File: src/hdl/tcw_pkg.sv
// Shared types and constants for the text console writer.
`timescale 1ns / 1ps

package tcw_pkg;

   // Request action codes
   localparam logic [1:0] ACT_PUT   = 2'd0;
   localparam logic [1:0] ACT_CLEAR = 2'd1;
   localparam logic [1:0] ACT_READ  = 2'd2;

   // Character codes with special handling
   localparam logic [7:0] CODE_NEWLINE   = 8'h0A;
   localparam logic [7:0] CODE_BACKSPACE = 8'h08;
   localparam logic [7:0] CODE_SPACE     = 8'h20;

   // Attribute after reset, and the blank cell the store holds after reset
   localparam logic [7:0]  ATTR_RESET  = 8'h0F;
   localparam logic [15:0] RESET_BLANK = {ATTR_RESET, CODE_SPACE};

   // Field widths
   localparam int ACTION_W = 2;
   localparam int CHAR_W   = 8;
   localparam int RROW_W   = 5;
   localparam int RCOL_W   = 7;
   localparam int CELL_W   = 16;

   // Register port
   localparam int              CSR_ADDR_W    = 3;
   localparam int              CSR_DATA_W    = 32;
   localparam logic [CSR_ADDR_W-1:0] CSR_ATTR_ADDR = 3'd0;

   typedef enum logic [2:0] {
      ST_INIT,
      ST_IDLE,
      ST_READ_WAIT,
      ST_CLEAR,
      ST_SCROLL,
      ST_FINISH
   } state_type;

endpackage

File: src/hdl/tcw_csr.sv
// Register block of the text console writer: the text attribute register.
`timescale 1ns / 1ps

module tcw_csr import tcw_pkg::*; (
   input  logic                  clock,
   input  logic                  reset,
   input  logic                  psel,
   input  logic                  penable,
   input  logic                  pwrite,
   input  logic [CSR_ADDR_W-1:0] paddr,
   input  logic [CSR_DATA_W-1:0] pwdata,
   output logic [CSR_DATA_W-1:0] prdata,
   output logic                  pready,
   output logic [7:0]            text_attribute
);

   logic [7:0] attr_ff;
   logic [7:0] attr_in;
   logic       hit_attr;

   // word decode; byte offset within the word is ignored
   assign hit_attr = (paddr[CSR_ADDR_W-1:2] == CSR_ATTR_ADDR[CSR_ADDR_W-1:2]);

   always_comb begin
      attr_in = attr_ff;
      if (psel && penable && pwrite && hit_attr) begin
         attr_in = pwdata[7:0];
      end
   end

   always_ff @(posedge clock) begin
      if (reset) begin
         attr_ff <= ATTR_RESET;
      end else begin
         attr_ff <= attr_in;
      end
   end

   assign prdata         = hit_attr ? {{(CSR_DATA_W-8){1'b0}}, attr_ff} : '0;
   assign pready         = 1'b1;
   assign text_attribute = attr_ff;

endmodule
File: config.mk
export PLATFORM = sky130hd
export DESIGN_NAME = tcw_csr
export DESIGN_NICKNAME = d
export VERILOG_FILES = /design/src/hdl/tcw_pkg.sv /design/src/hdl/tcw_csr.sv
export SDC_FILE = /design/constraint.sdc
export NUM_CORES = 1
export LEC_CHECK = 0
export ABC_AREA = 1
export BUFFER_PORTS_ARGS = -buffer_cell sky130_fd_sc_hd__buf_2
export CAP_MARGIN = 0
export CORE_AREA = 2 2 47 49
export CTS_CLUSTER_SIZE = 12
export DETAILED_ROUTE_END_ITERATION = 8
export DIE_AREA = 0 0 49 51
export PLACE_DENSITY_LB_ADDON = 0.2
export SLEW_MARGIN = 5
export SYNTH_ARGS = -nofsm -noshare
export SYNTH_HDL_FRONTEND = slang
export SYNTH_SLANG_ARGS = --single-unit
File: constraint.sdc
create_clock -name clock -period 1.04 [get_ports clock]
set_input_delay 0.208 -clock clock [delete_from_list [all_inputs] [get_ports clock]]
set_output_delay 0.208 -clock clock [all_outputs]
set_load 0.05 [all_outputs]
**Word level (Yosys, flattened, before mapping)**

Index checks and enable logic that the tools add are counted.

- Bits in registers: 8
- Latch bits: 0
- Bits in writable memories: 0
- ROM bits: 0
- Input port bits: 40
- Output and inout port bits: 41
- Logic and storage cells: 6
- Memories kept: 0

- Add/sub/neg operators: 0
- $mul: 0
- Divide/modulo/power cells: 0
- Order comparisons: 0
- Equality and inequality tests: 0
- Shifts and indexed selects: 0
- Muxes and demuxes: 1
- Bitwise logic cells: 1
- Reductions and logical operators: 3

Operators by type and width:

| cell | count |
|---|---|
| $mux 8 | 1 |
| $logic_and 1x1->1 | 3 |
| $not 1->1 | 1 |

**Depth between registers and ports, before layout**

- Depth after elaboration: 3
- Depth in mapped cells: 6
- Gate-level depth less buffers: 5

**Worst setup path after synthesis**

Ideal clock, no wire load.

- Path kind: register -> output
- Start: reg attr_ff[4] (netlist: text_attribute[4])
- End: out prdata[4]
- Arrival time: 1.379 ns
- Data required time: 0.832 ns
- Setup slack: -0.547 ns
- Stages on the path, launching flop included: 3
- Buffers on the path: 0
- Cells stage by stage: dfxtp_1 > inv_1 > nor2_1

- Word-level cells in the longest chain between the ends: 1

Ends and longest elaborated chain:

| what | RTL line | text |
|---|---|---|
| start, declared | tcw_csr.sv:17 | `logic [7:0] attr_ff;` |
| start signal, assigned | tcw_csr.sv:35 | `attr_ff <= attr_in;` |
| $mux 8 | tcw_csr.sv:39 | `assign prdata = hit_attr ? {{(CSR_DATA_W-8){1'b0}}, attr_ff} : '0;` |
| end, declared | tcw_csr.sv:12 | `output logic [CSR_DATA_W-1:0] prdata,` |

Every way passes these cells.

**Final worst setup path**

Same ends and word-level chain as after synthesis.

==> flow_metrics.env <==
export IMPL_status="finished, violations left"
export IMPL_violations="setup timing"
export IMPL_place_worst_setup_slack_ns=-0.0573
export IMPL_grt_pass1_wl_mm=2.09
export IMPL_final_cell_count_no_fill=153
export IMPL_end_kind="primary output"
export IMPL_cap_viol_max_count=0
export IMPL_grt_pass1_vias=519
export IMPL_postSynthRegisterBits=8
export IMPL_synth_avg_cell_area_um2=6.93
export IMPL_flow_area_growth_from_synthesis_pct=45.6
export IMPL_worst_endpoint_required_ns=0.83
export IMPL_post_synth_inst_count=93
export IMPL_min_to="text_attribute[3]"
export IMPL_worst_hold_slack_ns=0.168
export IMPL_hold_path_class="in -> reg"
export IMPL_synth_async_sr_flop_share_pct=0
export IMPL_synth_top_cells_by_area="buf_4 29%, dfxtp_1 25%, inv_1 8.7%"
export IMPL_synth_edff_count=0
export IMPL_initial_utilization_pct=31.2
export IMPL_gr_total_overflow=0
export IMPL_power_density_nw_per_um2=1080
export IMPL_final_period_minus_worst_setup_slack_ns=1.08
export IMPL_initialDrtViolationCount=5
export IMPL_antenna_found_initial=0
export IMPL_largest_reg_flops=8
export IMPL_synth_top_area_share_pct=29.1
export IMPL_max_clock_path_buffers=2
export IMPL_cts_buffers_inserted=3
export IMPL_post_synth_top_count_cell="buf_4"
export IMPL_cts_tree="yes"
export IMPL_dr_vias=570
export IMPL_area_of_the_die_um2=2500
export IMPL_finalWorstSetupSlack_ns=-0.0409
export IMPL_diodes_inserted=0
export IMPL_synth_cell_type_count=14
export IMPL_dp_hpwl_um=916
export IMPL_timing_reg2reg_setup_slack_ns=0.33
export IMPL_global_route_usage_total_pct=10.9
export IMPL_crit_path_start_kind="flop"
export IMPL_cts_hold_fix_buffers=0
export IMPL_remaining_drc_errors=0
export IMPL_crit_start="text_attribute[4]"
export IMPL_ys_warnings_count=0
export IMPL_power_leakage_uw=0.000522
export IMPL_fp_dieW_um=49
export IMPL_holdCritStartpoint="pwdata[3]"
export IMPL_number_of_hold_slack_violations_in_the_final_timing_report=0
export IMPL_row_count=17
export IMPL_irDropWorstVdd_v=0.000475
export IMPL_place_gp_congestion=0.682
export IMPL_worst_ep_arrival_time_ns=0.87
export IMPL_crit_fanout=3
export IMPL_final_min_period_over_clock_period_pct=104
export IMPL_worst_hold_path_num_cells=3
export IMPL_cts_max_level=1
export IMPL_drt_pre_antenna_iters=4
export IMPL_max_freq_ghz=0.925
export IMPL_antenna_left=0
export IMPL_crit_reg2reg_launch="text_attribute[5]"
export IMPL_grt_setup_unrepaired="true"
export IMPL_wire_per_inst_um=7.74
export IMPL_nets=167
export IMPL_synth_top_cells_by_count="25 x buf_4, 15 x inv_1, 12 x nand2_1, 12 x nor2_1"
export IMPL_final_cell_area_um2=938
export IMPL_clock_tree_root_cell="clkbuf_4"
export IMPL_pin_count=81
export IMPL_core_region_area_um2=2060
export IMPL_worst_path_class_setup="reg -> out"
export IMPL_cts_reportedPaths_clkPinSlew_ns=0.05
export IMPL_final_fill_count=227
export IMPL_final_max_slew_violation_count=0
export IMPL_placement_cell_area_um2=802
export IMPL_portbufs=29
export IMPL_synth_largest_area_cell="buf_4"
export IMPL_post_synth_instance_area_um2=644
export IMPL_clock_sinks=8
export IMPL_worst_r2r_endpoint="text_attribute[5]"
export IMPL_setup_violations=8
export IMPL_ys_flop_type="dfxtp_1"
export IMPL_vias_per_cell=3.73
export IMPL_r2r_worst_path_cells=3
export IMPL_ys_seq_area_share_pct=24.9
export IMPL_layout_cell_share_with_drive_strength_beyond_1_pct=55.2
export IMPL_worst_skew_pair_late_latency_ns=0.25
export IMPL_placedCellCount=147
export IMPL_die_outline_height_um=51
export IMPL_final_setup_skew_ns=0
export IMPL_routed_wl_mm=1.18
export IMPL_maximum_number_of_pins_on_one_net_before_global_route_repair=11
## per-stage QoR
stage          setup TNS, ns  total power (uW)  utilization, %
2_1_floorplan              0               765               -
3_3_place_gp          -0.477               745            38.9
3_5_place_dp          -0.737               748            38.9
4_1_cts               -0.422              1020            44.3
5_1_grt               -0.616              1070            45.5
6_report              -0.291              1020            45.5
## layout by cell type (no fill, tap or decap), drive strengths merged
cell type  netlist  routed
conb             2      25
nor2            18      18
dfxtp            8       8
clkbuf           0       4
buf             26      31
inv             16      16
nand3            8       8
nand2           15      15
## power by group
group          internal [uW]  total, uW  switching [uW]
registers                305        316            11.2
logic                    100        469             369
clock network            132        232             100
total                    537       1020             480
## critical path, stage by stage (launching register included)
cell	delay, ns
dfxtp_4	0.35
inv_2	0.04
nor2_4	0.07
buf_6	0.16
## worst max-delay path by stage
stage,end,slack [ns],depth (start not counted)
floorplan,prdata[4],0.02,2
global placement,prdata[3],-0.04,3
detailed placement,prdata[4],-0.06,3
CTS,prdata[4],-0.06,3
global route,prdata[0],-0.09,3
finish,prdata[4],-0.04,3
## routing by layer
layer / global-route usage [%] / part of all wire, %
met2: 20.1 / 55
met4: 7.62 / 1.9
met5: 0 / 0
met1: 11.4 / 35
met3: 1.75 / 7.2
## cell type report
cell class,instances,area (um^2),area share (%)
Tap cell,28,35.0,3.73
Sequential cell,8,190,20.3
Timing Repair Buffer,32,251,26.8
Inverter,16,70.1,7.47
Multi-Input combinational cell,66,369,39.3
Clock buffer,3,22.5,2.40
## kinds of logic after synthesis
| kind of cell | share of synthesized area [%] |
|---|---|
| buf+inv | 40.6 |
| simple gates | 33.4 |
| flops | 24.9 |
| other cells | 1.17 |
## repair_timing
item,in CTS,in global routing
setup endpoints to repair,16,9
gates resized for setup,31,9
pin swaps,8,0
buffers inserted,3,0
Note: power is estimated with default switching activity, not from simulation.
